===== src/hw/rtl/button_press_classifier_macros.svh =====
// Assertion macros for the button press classifier RTL, included by bpc_fifo.
// Expects a clock named clock and a synchronous reset named reset in scope.
`ifndef BUTTON_PRESS_CLASSIFIER_MACROS_SVH
`define BUTTON_PRESS_CLASSIFIER_MACROS_SVH

// Property checked on every clock edge outside reset
`define BPC_ASSERT(label, prop, msg) \
   label: assert property (@(posedge clock) disable iff (reset) prop) else $error(msg);

// Condition in this cycle implies expectation in the next cycle
`define BPC_ASSERT_NEXT(label, cond, outcome, msg) \
   label: assert property (@(posedge clock) disable iff (reset) (cond) |=> (outcome)) \
      else $error(msg);

`endif


===== src/hw/rtl/bpc_pkg.sv =====
// Shared types and constants for the button press classifier.
// No dependencies; imported by every module of the block.
package bpc_pkg;

   localparam int NUM_BUTTONS = 3;
   localparam int MAX_RESULTS = 3;
   localparam int TIME_W      = 32;
   localparam int THRESH_W    = 16;
   localparam int CSR_INDEX_W = 2;

   // Result FIFO sizing
   localparam int FIFO_DEPTH = 8;
   localparam int PTR_W      = $clog2(FIFO_DEPTH);
   localparam int CNT_W      = $clog2(FIFO_DEPTH + 1);

   // Register indexes
   localparam logic [CSR_INDEX_W-1:0] CSR_DEBOUNCE   = 2'd0;
   localparam logic [CSR_INDEX_W-1:0] CSR_LONG_PRESS = 2'd1;

   // Reset values of the thresholds
   localparam logic [THRESH_W-1:0] DEBOUNCE_RESET   = 16'd20;
   localparam logic [THRESH_W-1:0] LONG_PRESS_RESET = 16'd1000;

   // Button codes
   localparam logic [1:0] CODE_UP     = 2'd0;
   localparam logic [1:0] CODE_DOWN   = 2'd1;
   localparam logic [1:0] CODE_CENTER = 2'd2;
   localparam logic [1:0] CODE_COMBO  = 2'd3;

   localparam logic [1:0] LANE_CODE [NUM_BUTTONS] = '{CODE_UP, CODE_DOWN, CODE_CENTER};

   // Lane indexes
   localparam int LANE_UP     = 0;
   localparam int LANE_DOWN   = 1;
   localparam int LANE_CENTER = 2;

   // Press kinds
   localparam logic KIND_SHORT = 1'b0;
   localparam logic KIND_LONG  = 1'b1;

   // What a tick does to the block state
   typedef enum logic [1:0] {
      MODE_NORMAL,
      MODE_ENTRY,
      MODE_HOLD,
      MODE_EXIT
   } tick_mode_type;

   // Per-button findings of one lane
   typedef struct packed {
      logic fall;
      logic fire;
      logic is_long;
   } lane_result_type;

   // One result entry
   typedef struct packed {
      logic [1:0] code;
      logic       kind;
      logic       last;
   } rsp_entry_type;

   // Merged result of one tick
   typedef struct packed {
      tick_mode_type                       mode;
      logic [1:0]                          count;
      rsp_entry_type [MAX_RESULTS-1:0]     slot;
   } merge_out_type;

endpackage


===== src/hw/rtl/button_press_classifier.sv =====
// Button press classifier: three lanes classify presses, results queue for output.
// An accepted tick's results are registered in the result queue and offered in order.
// Throughput: one tick per cycle while at least three result slots are free; results leave
// at one per cycle while rsp_stall is low, so ticks with several events drain at that rate.
// Reset: synchronous active high; levels released, press starts 0, thresholds 20 and 1000.
// Depends on bpc_pkg, bpc_lane, bpc_merge and bpc_fifo.
module button_press_classifier import bpc_pkg::*; (
   input  logic                   clock,
   input  logic                   reset,
   // scan tick requests
   input  logic                   req_valid,
   output logic                   req_stall,
   input  logic                   req_up_level,
   input  logic                   req_down_level,
   input  logic                   req_center_level,
   input  logic [TIME_W-1:0]      req_now_ms,
   // press events
   output logic                   rsp_valid,
   input  logic                   rsp_stall,
   output logic [1:0]             rsp_button_code,
   output logic                   rsp_press_kind,
   output logic                   rsp_last_of_run,
   // register writes
   input  logic                   csr_valid,
   output logic                   csr_ready,
   input  logic [CSR_INDEX_W-1:0] csr_index,
   input  logic [THRESH_W-1:0]    csr_wdata
);

   logic [THRESH_W-1:0]  debounce_ff, debounce_in;
   logic [THRESH_W-1:0]  long_press_ff, long_press_in;
   logic [NUM_BUTTONS-1:0] prior_ff, prior_in;
   logic [TIME_W-1:0]    start_ff [NUM_BUTTONS];
   logic [TIME_W-1:0]    start_in [NUM_BUTTONS];
   logic                 combo_ff, combo_in;

   logic [NUM_BUTTONS-1:0]            lvl;
   lane_result_type [NUM_BUTTONS-1:0] lanes;
   merge_out_type                     merged;
   logic                              accept;
   logic                              fifo_room;
   rsp_entry_type                     head;

   assign lvl = {req_center_level, req_down_level, req_up_level};

   // handshakes
   assign req_stall = ~fifo_room;
   assign accept    = req_valid & ~req_stall;
   assign csr_ready = 1'b1;

   // one lane per button
   for (genvar i = 0; i < NUM_BUTTONS; i++) begin : g_lane
      bpc_lane u_lane (
         .level         (lvl[i]),
         .prior         (prior_ff[i]),
         .start_ms      (start_ff[i]),
         .now_ms        (req_now_ms),
         .debounce_ms   (debounce_ff),
         .long_press_ms (long_press_ff),
         .result        (lanes[i])
      );
   end

   bpc_merge u_merge (
      .combo_active (combo_ff),
      .up_level     (req_up_level),
      .down_level   (req_down_level),
      .lanes        (lanes),
      .merged       (merged)
   );

   // threshold registers
   always_comb begin
      debounce_in   = debounce_ff;
      long_press_in = long_press_ff;
      if (csr_valid && csr_ready) begin
         case (csr_index)
            CSR_DEBOUNCE:   debounce_in   = csr_wdata;
            CSR_LONG_PRESS: long_press_in = csr_wdata;
            default: ;
         endcase
      end
   end

   // button state update per accepted tick
   always_comb begin
      prior_in = prior_ff;
      start_in = start_ff;
      combo_in = combo_ff;
      if (accept) begin
         case (merged.mode)
            MODE_NORMAL: begin
               for (int i = 0; i < NUM_BUTTONS; i++) begin
                  if (lanes[i].fall) begin
                     start_in[i] = req_now_ms;
                  end
               end
               prior_in = lvl;
            end
            MODE_ENTRY: begin
               combo_in            = 1'b1;
               start_in[LANE_UP]   = '0;
               start_in[LANE_DOWN] = '0;
               prior_in            = lvl;
            end
            MODE_EXIT: begin
               combo_in              = 1'b0;
               prior_in[LANE_UP]     = 1'b1;
               prior_in[LANE_DOWN]   = 1'b1;
               prior_in[LANE_CENTER] = lvl[LANE_CENTER];
               start_in[LANE_UP]     = '0;
               start_in[LANE_DOWN]   = '0;
            end
            default: begin
               prior_in = lvl;
            end
         endcase
      end
   end

   always_ff @(posedge clock) begin
      if (reset) begin
         debounce_ff   <= DEBOUNCE_RESET;
         long_press_ff <= LONG_PRESS_RESET;
         prior_ff      <= '1;
         combo_ff      <= 1'b0;
         for (int i = 0; i < NUM_BUTTONS; i++) begin
            start_ff[i] <= '0;
         end
      end else begin
         debounce_ff   <= debounce_in;
         long_press_ff <= long_press_in;
         prior_ff      <= prior_in;
         combo_ff      <= combo_in;
         start_ff      <= start_in;
      end
   end

   // result queue
   bpc_fifo u_fifo (
      .clock     (clock),
      .reset     (reset),
      .push_n    (accept ? merged.count : 2'd0),
      .push_slot (merged.slot),
      .pop       (rsp_valid & ~rsp_stall),
      .head      (head),
      .not_empty (rsp_valid),
      .has_room  (fifo_room)
   );

   assign rsp_button_code = head.code;
   assign rsp_press_kind  = head.kind;
   assign rsp_last_of_run = head.last;

endmodule


===== src/hw/rtl/bpc_lane.sv =====
// One button lane: edge detection and hold time classification.
// Depends on bpc_pkg.
module bpc_lane import bpc_pkg::*; (
   input  logic                level,
   input  logic                prior,
   input  logic [TIME_W-1:0]   start_ms,
   input  logic [TIME_W-1:0]   now_ms,
   input  logic [THRESH_W-1:0] debounce_ms,
   input  logic [THRESH_W-1:0] long_press_ms,
   output lane_result_type     result
);

   logic [TIME_W-1:0] held;
   logic              rise;
   logic              over_long;
   logic              over_debounce;

   // held time wraps modulo 2^32
   assign held          = now_ms - start_ms;
   assign rise          = level & ~prior;
   assign over_long     = held >= {{(TIME_W-THRESH_W){1'b0}}, long_press_ms};
   assign over_debounce = held >= {{(TIME_W-THRESH_W){1'b0}}, debounce_ms};

   assign result.fall    = ~level & prior;
   assign result.fire    = rise & (over_long | over_debounce);
   assign result.is_long = over_long;

endmodule


===== src/hw/rtl/bpc_merge.sv =====
// Merge stage: picks the tick mode and packs lane events into result slots.
// Depends on bpc_pkg.
module bpc_merge import bpc_pkg::*; (
   input  logic                               combo_active,
   input  logic                               up_level,
   input  logic                               down_level,
   input  lane_result_type [NUM_BUTTONS-1:0]  lanes,
   output merge_out_type                      merged
);

   always_comb begin
      logic [1:0] idx;
      idx    = 2'd0;
      merged = '0;

      // mode of this tick
      if (combo_active) begin
         merged.mode = (up_level && down_level) ? MODE_EXIT : MODE_HOLD;
      end else if (!up_level && !down_level) begin
         merged.mode = MODE_ENTRY;
      end else begin
         merged.mode = MODE_NORMAL;
      end

      case (merged.mode)
         MODE_ENTRY: begin
            merged.count        = 2'd1;
            merged.slot[0].code = CODE_COMBO;
            merged.slot[0].kind = KIND_SHORT;
            merged.slot[0].last = 1'b1;
         end
         MODE_NORMAL: begin
            // compact fired lanes in order up, down, center
            for (int i = 0; i < NUM_BUTTONS; i++) begin
               if (lanes[i].fire) begin
                  merged.slot[idx].code = LANE_CODE[i];
                  merged.slot[idx].kind = lanes[i].is_long ? KIND_LONG : KIND_SHORT;
                  idx = idx + 2'd1;
               end
            end
            merged.count = idx;
            for (int k = 0; k < MAX_RESULTS; k++) begin
               merged.slot[k].last = (2'(k) == idx - 2'd1);
            end
         end
         default: begin
            merged.count = 2'd0;
         end
      endcase
   end

endmodule


===== src/hw/rtl/bpc_fifo.sv =====
// Result FIFO: takes up to three results per cycle, hands out one.
// Depends on bpc_pkg and button_press_classifier_macros.svh.
`include "button_press_classifier_macros.svh"

module bpc_fifo import bpc_pkg::*; (
   input  logic                             clock,
   input  logic                             reset,
   input  logic [1:0]                       push_n,
   input  rsp_entry_type [MAX_RESULTS-1:0]  push_slot,
   input  logic                             pop,
   output rsp_entry_type                    head,
   output logic                             not_empty,
   output logic                             has_room
);

   rsp_entry_type    mem_ff [FIFO_DEPTH];
   logic [PTR_W-1:0] wr_ptr_ff, wr_ptr_in;
   logic [PTR_W-1:0] rd_ptr_ff, rd_ptr_in;
   logic [CNT_W-1:0] count_ff, count_in;

   // pointer and count update
   always_comb begin
      wr_ptr_in = wr_ptr_ff + PTR_W'(push_n);
      rd_ptr_in = rd_ptr_ff + PTR_W'(pop);
      count_in  = count_ff + CNT_W'(push_n) - CNT_W'(pop);
   end

   always_ff @(posedge clock) begin
      if (reset) begin
         wr_ptr_ff <= '0;
         rd_ptr_ff <= '0;
         count_ff  <= '0;
      end else begin
         wr_ptr_ff <= wr_ptr_in;
         rd_ptr_ff <= rd_ptr_in;
         count_ff  <= count_in;
      end
   end

   // storage, no reset
   always_ff @(posedge clock) begin
      for (int k = 0; k < MAX_RESULTS; k++) begin
         if (2'(k) < push_n) begin
            mem_ff[wr_ptr_ff + PTR_W'(k)] <= push_slot[k];
         end
      end
   end

   assign head      = mem_ff[rd_ptr_ff];
   assign not_empty = (count_ff != '0);
   assign has_room  = (count_ff <= CNT_W'(FIFO_DEPTH - MAX_RESULTS));

   `BPC_ASSERT(a_count_bound, count_ff <= CNT_W'(FIFO_DEPTH), "fifo count above depth")
   `BPC_ASSERT(a_no_overflow, (push_n != 2'd0) |-> (count_in <= CNT_W'(FIFO_DEPTH)), "fifo push overflows")
   `BPC_ASSERT(a_no_underflow, pop |-> not_empty, "fifo pop while empty")
   `BPC_ASSERT_NEXT(a_tail_last, push_n != 2'd0, mem_ff[wr_ptr_ff - PTR_W'(1)].last, "last result of a tick not marked")

endmodule

===== config.mk =====
export PLATFORM = sky130hd
export DESIGN_NAME = button_press_classifier
export DESIGN_NICKNAME = d
export VERILOG_FILES = /design/src/hw/rtl/bpc_pkg.sv /design/src/hw/rtl/button_press_classifier.sv /design/src/hw/rtl/bpc_lane.sv /design/src/hw/rtl/bpc_merge.sv /design/src/hw/rtl/bpc_fifo.sv
export VERILOG_INCLUDE_DIRS = /design/src /design/src/hw/rtl
export SDC_FILE = /design/constraint.sdc
export NUM_CORES = 1
export LEC_CHECK = 0
export ABC_CLOCK_PERIOD_IN_PS = 11950
export BUFFER_PORTS_ARGS = -buffer_cell sky130_fd_sc_hd__buf_2
export CAP_MARGIN = 20
export CELL_PAD_IN_SITES_DETAIL_PLACEMENT = 2
export CELL_PAD_IN_SITES_GLOBAL_PLACEMENT = 2
export CORE_UTILIZATION = 41
export CTS_CLUSTER_DIAMETER = 60
export DETAILED_ROUTE_END_ITERATION = 8
export PLACE_DENSITY_LB_ADDON = 0.1
export SETUP_SLACK_MARGIN = 0.15
export SKIP_CTS_REPAIR_TIMING = 1
export SYNTH_ARGS = -nofsm -noshare
export SYNTH_HDL_FRONTEND = slang
export SYNTH_SLANG_ARGS = --single-unit

===== constraint.sdc =====
create_clock -name clock -period 11.95 [get_ports clock]
set_clock_uncertainty 0.05 [all_clocks]
set_input_delay 2.39 -clock clock [delete_from_list [all_inputs] [get_ports clock]]
set_output_delay 2.39 -clock clock [all_outputs]
set_load 0.1 [all_outputs]

After elaboration in Yosys (flattened, before gate mapping). Memory sizes are Yosys's and may differ from the RTL's. A register that Yosys moved wholly into a read port is not among the register bits. Index checks and enable logic that the tools add are counted.

Bitwise gates (word level): 22. Eq/ne operators: 7. $lt $le $gt $ge: 14. Add/subtract/negate cells: 12. Muxes and demuxes: 45. Reductions and logical operators: 19.

Operators by type and width (number): greater-or-equal comparator 32 x 16 -> 1 bit (6); one-hot mux 64 bit (2 select lines) (1); subtractor 32 bit (3); two-way mux 32 bit (2); bitwise mux 12 bit (4); two-way mux 12 bit (3); demux 4 bit (select 2 bit) (4); two-way mux 2 bit (10); two-way mux 1 bit (13); AND 1 bit (11); AND reduction 3 bit (3); two-way mux 4 bit (2); two-way mux 8 bit (1); NOT 1 bit (8); one-hot mux 4 bit (2 select lines) (1); zero test 2 bit (3); < comparator 2 x 3 -> 1 bit (second input constant) (2); two-way mux 3 bit (2); AND reduction 2 bit (3); adder 2 x 1 -> 2 bit (second input constant) (2); adder 4 x 2 -> 4 bit (1); == test 2 x 1 -> 1 bit (second input constant) (2); greater-or-equal comparator 2 x 1 -> 1 bit (second input constant) (2); <= comparator 4 x 3 -> 1 bit (second input constant) (1); 20 further kinds (29).

Bits in writable memories: 32. Output and inout bits: 7. Memories kept: 1. Logic and storage cells: 130. Register bits: 142. Input port bits: 58.

Memories: u_fifo.mem_ff (words 8, bits a word 4, rd ports 1, clocked after memory_dff 1, wr ports 3, line bpc_fifo.sv:16) `rsp_entry_type mem_ff [FIFO_DEPTH];`.

Logic depth before layout (Yosys ltp).
Depth after elaboration: 18. Gate-level depth with buffers: 35. Depth with buffers taken out: 35.

Modules after synthesis. Synthesis repeated with hierarchy kept, for this count alone.

Cell total of the unflattened synthesis: 2055. Area total of the unflattened synthesis: 16514.6 um2.

Modules (own cells, without submodules): button_press_classifier (sequential area each 2642.5 um2, area an instance 4783.3 um2, cells an instance 454, times used 1); bpc_fifo (sequential area each 1161.1 um2, area an instance 2972.9 um2, cells an instance 307, times used 1); bpc_lane at g_lane[2].u_lane (sequential area each 0.0 um2, area an instance 2866.5 um2, cells an instance 424, times used 1); bpc_lane at g_lane[0].u_lane (sequential area each 0.0 um2, area an instance 2824.0 um2, cells an instance 415, times used 1); bpc_lane at g_lane[1].u_lane (sequential area each 0.0 um2, area an instance 2733.9 um2, cells an instance 409, times used 1); bpc_merge (sequential area each 0.0 um2, area an instance 334.1 um2, cells an instance 46, times used 1).

Worst setup path after synthesis. No wires, ideal clock.

Kind: in2reg. Start: input req_now_ms[7]. End: register u_fifo.count_ff[2]. Stages: 28. Setup slack: 3.271 ns. Buffers on the path: 0. Setup time: 0.128 ns. Data required time: 11.772 ns. Arrival time: 8.502 ns. Path through: ha_1 -> nand2_1 -> or4b_2 -> o22ai_1 -> o221a_2 -> xnor2_1 -> ha_1 -> a21o_1 -> a2111oi_0 -> o221ai_1 -> a211oi_1 -> o211ai_1 -> a2111oi_0 -> nand4_1 -> nor4_1 -> nand4_1 -> o31a_1 -> ha_1 -> xnor2_1 -> a21oi_1 -> inv_1 -> ha_1 -> inv_1 -> ha_1 -> inv_1 -> fa_1 -> xor2_1 -> nor2_1.

Cells in the longest elaborated chain, start to end: 16. Elaborated cells between the ends (all ways): 27. Those cells by class: add/sub (7); order compare (6); mux (8); bitwise (6).

Ends and longest elaborated chain: start: declaration (line button_press_classifier.sv:16) `input logic [TIME_W-1:0] req_now_ms,`; subtractor 32 bit (line bpc_lane.sv:19) `assign held = now_ms - start_ms;`; greater-or-equal comparator 32 x 16 -> 1 bit, on equally long branches (line bpc_lane.sv:21, bpc_lane.sv:22); OR 1 bit (line bpc_lane.sv:25) `assign result.fire = rise & (over_long | over_debounce);`; AND 1 bit (line bpc_lane.sv:25); two-way mux 1 bit (line bpc_merge.sv:35) `if (lanes[i].fire) begin`; two-way mux 2 bit (line bpc_merge.sv:25) `case (merged.mode)`; adder 2 x 1 -> 2 bit (line bpc_merge.sv:38) `idx = idx + 2'd1;`; two-way mux 2 bit (line bpc_merge.sv:35); two-way mux 2 bit (line bpc_merge.sv:25); adder 2 x 1 -> 2 bit (line bpc_merge.sv:38); two-way mux 2 bit * (line bpc_merge.sv:35); two-way mux 2 bit * (line bpc_merge.sv:25); one-hot mux 2 bit (2 select lines) * (line bpc_merge.sv:25); two-way mux 2 bit * (line button_press_classifier.sv:143) `.push_n (accept ? merged.count : 2'd0),`; adder 4 x 2 -> 4 bit * (line bpc_fifo.sv:25) `count_in = count_ff + CNT_W'(push_n) - CNT_W'(pop);`; subtractor 4 x 1 -> 4 bit * (line bpc_fifo.sv:25); end signal: assignment (line bpc_fifo.sv:36) `count_ff <= count_in;`; end: declaration (line bpc_fifo.sv:19) `logic [CNT_W-1:0] count_ff, count_in;`.

Mark *: on every way between the ends. The rest lies on a longest branch, timed or not. The select of a mux whose other input is x is not followed. A chain may end at the register's enable or synchronous reset.

Worst setup path after layout.
Start: input req_now_ms[0]. End: register u_fifo.count_ff[3].

Same word-level chain as after synthesis.

==> flow_summary.html <==
<table>
<tr><th>Metric</th><th>Value</th></tr>
<tr><th colspan="2">Critical path</th></tr>
<tr><td>Crit path capture type</td><td>register</td></tr>
<tr><td>Reg-to-Reg End</td><td>u_fifo.count_ff[3]</td></tr>
<tr><td>Data required time at the worst endpoint</td><td>12240 ps</td></tr>
<tr><td>CP startpoint kind</td><td>primary input</td></tr>
<tr><td>Critical Path Most Common Cell</td><td>sky130_fd_sc_hd__ha_1</td></tr>
<tr><td>Critical path peak fanout</td><td>7</td></tr>
<tr><td>Data arrival time at the worst-slack endpoint</td><td>10500 ps</td></tr>
<tr><td>Crit Path Category</td><td>in -&gt; reg</td></tr>
<tr><td>Critical-path top delay cell</td><td>sky130_fd_sc_hd__o31ai_1</td></tr>
<tr><td>Reg-to-Reg Start</td><td>start_ff[39]</td></tr>
<tr><td>Slowest stage delay, CP</td><td>510 ps</td></tr>
<tr><td>Reg2Reg Depth</td><td>31</td></tr>
<tr><td>Minimum setup slack among reg-to-reg paths</td><td>3510 ps</td></tr>
<tr><th colspan="2">Detailed routing</th></tr>
<tr><td>First-pass detailed-route iteration total</td><td>4</td></tr>
<tr><td>Initial drt markers</td><td>668</td></tr>
<tr><td>Per-cell via count in the routed design</td><td>6.05</td></tr>
<tr><td>Total Wirelength</td><td>59.9 mm</td></tr>
<tr><td>Routed length per placed instance</td><td>23.9 um</td></tr>
<tr><td>Antenna viol nets, final</td><td>0</td></tr>
<tr><td>Vias after detailed routing</td><td>15200</td></tr>
<tr><td>DR DRC count</td><td>0</td></tr>
<tr><th colspan="2">Min path</th></tr>
<tr><td>Path category of the worst min-delay check</td><td>reg -&gt; reg</td></tr>
<tr><td>Worst hold path startpoint</td><td>start_ff[19]</td></tr>
<tr><td>Hold Path Stages</td><td>2</td></tr>
<tr><td>Worst Hold End</td><td>start_ff[19]</td></tr>
<tr><th colspan="2">Layout</th></tr>
<tr><td>Commonest cells after routing, fill and taps aside</td><td>sky130_fd_sc_hd__nand2_1, sky130_fd_sc_hd__a21oi_1, sky130_fd_sc_hd__ha_1</td></tr>
<tr><td>Final core occ</td><td>45.6%</td></tr>
<tr><td>Share of final-layout standard cells stronger than drive strength 1</td><td>7.74%</td></tr>
<tr><td>ANT cells</td><td>0</td></tr>
<tr><td>P&amp;R area growth vs syn</td><td>8.51%</td></tr>
<tr><td>Number of nets in the layout</td><td>2258</td></tr>
<tr><td>Most common cell after layout, fill and taps aside</td><td>sky130_fd_sc_hd__nand2_1</td></tr>
<tr><th colspan="2">Clock network</th></tr>
<tr><td>Clock root buffer</td><td>sky130_fd_sc_hd__clkbuf_16</td></tr>
<tr><td>CTS buffer count</td><td>17</td></tr>
<tr><td>CTS clock-pin slew for the worst setup and hold paths</td><td>70 ps</td></tr>
<tr><td>Longest Clk Path Bufs</td><td>2</td></tr>
<tr><td>Number of H-tree levels</td><td>4</td></tr>
<tr><td>TritonCTS clock tree</td><td>yes</td></tr>
<tr><td>Later-pin clock latency in the skew report</td><td>500 ps</td></tr>
<tr><td>CTS sink count</td><td>174</td></tr>
<tr><th colspan="2">Yosys</th></tr>
<tr><td>Synth warn</td><td>0</td></tr>
<tr><td>Main synth FF type</td><td>sky130_fd_sc_hd__dfxtp_1</td></tr>
<tr><td>Fraction of the yosys area taken by sequential cells</td><td>24.6%</td></tr>
<tr><td>Register bit total from synthesis</td><td>174</td></tr>
<tr><td>Fraction of synthesized cell area taken by the top area cell type</td><td>18.4%</td></tr>
<tr><td>Number of distinct library cell variants in the gate-level netlist after synthesis</td><td>86</td></tr>
<tr><td>Post-synth EDFFs</td><td>32</td></tr>
<tr><td>Total nets after synthesis</td><td>2250</td></tr>
<tr><td>Share of flip-flops with an asynchronous set or reset after synthesis</td><td>0%</td></tr>
<tr><td>Synth Cell Area</td><td>15500 um^2</td></tr>
<tr><td>Cell taking the most area after synthesis</td><td>sky130_fd_sc_hd__dfxtp_1</td></tr>
<tr><td>Cells taking the most area after synthesis</td><td>sky130_fd_sc_hd__dfxtp_1, sky130_fd_sc_hd__ha_1, sky130_fd_sc_hd__a21oi_1, sky130_fd_sc_hd__edfxtp_1, sky130_fd_sc_hd__nand2_1</td></tr>
<tr><td>Avg Synthesized Cell Area</td><td>7.82 um^2</td></tr>
<tr><td>Gate count after technology mapping</td><td>1982</td></tr>
<tr><th colspan="2">STA</th></tr>
<tr><td>Upper clock frequency limit</td><td>98.0 MHz</td></tr>
<tr><td>Measured slew at the worst slew-check pin</td><td>970 ps</td></tr>
<tr><td>Headroom to the max-slew limit</td><td>34.9%</td></tr>
<tr><td>Final Hold Fails</td><td>0</td></tr>
<tr><td>Endpoints failing setup</td><td>0</td></tr>
<tr><td>Final Cycle Share</td><td>85.4%</td></tr>
<tr><td>Clock period minus worst slack</td><td>10210 ps</td></tr>
<tr><td>Aggregate negative setup slack</td><td>0 ps</td></tr>
<tr><td>Setup repair after global routing missed its margin</td><td>no</td></tr>
<tr><td>Final max-slew violation count</td><td>0</td></tr>
<tr><th colspan="2">Power and ir drop</th></tr>
<tr><td>Leakage dissipation</td><td>0.00657 uW</td></tr>
<tr><td>Power per cell area</td><td>137 nW/um^2</td></tr>
<tr><td>Highest ir drop seen on vdd</td><td>105 uV</td></tr>
<tr><th colspan="2">Place</th></tr>
<tr><td>IO Port Bufs</td><td>63</td></tr>
<tr><td>Post-DP HPWL</td><td>46.7 mm</td></tr>
<tr><td>Final weighted congestion in routability-driven placement</td><td>0.936</td></tr>
<tr><th colspan="2">Die</th></tr>
<tr><td>Die Height</td><td>196 um</td></tr>
<tr><td>Die ar.</td><td>38600 um^2</td></tr>
<tr><td>Die width</td><td>196 um</td></tr>
<tr><td>Row cnt</td><td>70</td></tr>
<tr><td># IOs</td><td>65</td></tr>
<tr><td>Effective utilization at floorplan</td><td>42.0%</td></tr>
<tr><td>Core ar.</td><td>36900 um^2</td></tr>
<tr><th colspan="2">GRT</th></tr>
<tr><td>Tot GR Track Use</td><td>31.6%</td></tr>
<tr><td>Vias in the first global route</td><td>16400</td></tr>
<tr><td>First-pass GRT wire length</td><td>93.5 mm</td></tr>
<tr><td>Pin count of the biggest net entering global routing</td><td>73</td></tr>
<tr><td>Overflow left after global routing</td><td>0</td></tr>
<tr><td>Initial antenna violation count</td><td>0</td></tr>
<tr><th colspan="2">Outcome</th></tr>
<tr><td>Status</td><td>finished, final reports clean</td></tr>
<tr><th colspan="2">Run</th></tr>
<tr><td>Number of maximum-capacitance violations</td><td>0</td></tr>
</table>
-- cells in the mapped netlist, drive strengths merged (22+ instances only) --
master	n
nand2	243
a21oi	211
ha	205
inv	171
nor2	163
dfxtp	142
o21ai	86
clkbuf	77
a22oi	67
xnor2	48
nand4	46
mux2i	43
a21o	38
nand3	35
edfxtp	32
xor2	25
nor3	24
o21a	22
-- registers in the layout, indices dropped and copies added (netlist names) --
| signal | cells |
|---|---|
| u_fifo.wr_ptr_ff | 3 |
| u_fifo.rd_ptr_ff | 3 |
| prior_ff | 3 |
| start_ff | 96 |
| debounce_ff | 16 |
| long_press_ff | 16 |
| u_fifo.mem_ff | 32 |
| combo_ff | 1 |
| u_fifo.count_ff | 4 |
-- kinds of logic (layout without fill, tap and decap cells) --
family | after synthesis | in the layout | share of synthesized area, %
flops | 174 | 174 | 24.6
xor+xnor | 73 | 73 | 4.13
buf+inv | 256 | 277 | 6.31
simple gates | 636 | 636 | 19.5
fa+ha+maj | 210 | 210 | 17.2
compound gates | 571 | 571 | 23.7
other cells | 1 | 1 | 0.0242
mux | 61 | 61 | 4.67
-- per-layer routing --
metal	vias up	wire length, um	global-route usage (%)
met2	296	28900	54.6
met3	74	2280	4.38
met5	-	0	0
met4	0	1430	10.2
li1	7116	-	-
met1	7689	27300	40.4
-- critical path, delay by kind of cell --
kind | cells | cell delay [ps]
xor gates and xnor gates | 2 | 390
and+or+nand+nor | 7 | 1380
AOI/OAI and AO/OA | 14 | 4070
adders and majority gates | 6 | 1800
buffers and inverters | 4 | 460
-- worst max-delay path by stage --
stage,startpoint,end,slack (ps),cells after the start
after detailed placement,req_now_ms[0],u_fifo.count_ff[3],1220,33
after global routing,req_now_ms[0],u_fifo.count_ff[3],1220,33
after CTS,req_now_ms[0],u_fifo.count_ff[3],1690,33
after global placement,req_now_ms[7],u_fifo.count_ff[3],1440,31
final,req_now_ms[0],u_fifo.count_ff[3],1740,33
after floorplan,req_now_ms[7],u_fifo.count_ff[2],3270,28
-- layout make-up --
type | count | area, um^2
Inverter | 172 | 648
Multi-Input combinational cell | 1552 | 10700
Tap cell | 504 | 631
Clock inverter | 7 | 73.8
Sequential cell | 174 | 3800
Fill cell | 4239 | 20100
Clock buffer | 25 | 518
Timing Repair Buffer | 73 | 397
-- per-stage QoR --
stage | power (uW) | instances | setup WS (ps) | area (um^2) | hold WS (ps)
CTS | 2300 | 2505 | 1690 | 16800 | 413
global route | 2420 | 2507 | 1220 | 16800 | 429
floorplan | 1390 | 1982 | 3270 | 15500 | 386
finish | 2300 | 2507 | 1740 | 16800 | 407
detailed placement | 1700 | 2473 | 1220 | 16200 | 405
global placement | 1650 | 2473 | 1440 | 16200 | 391
-- power breakdown --
part           internal [uW]  switching [uW]  leakage [uW]
Clock                    323             262      0.000292
Combinational            356             673       0.00483
Sequential               642            39.9       0.00145
Total                   1320             976       0.00657
No activity file was read; power rests on OpenSTA's default activity.
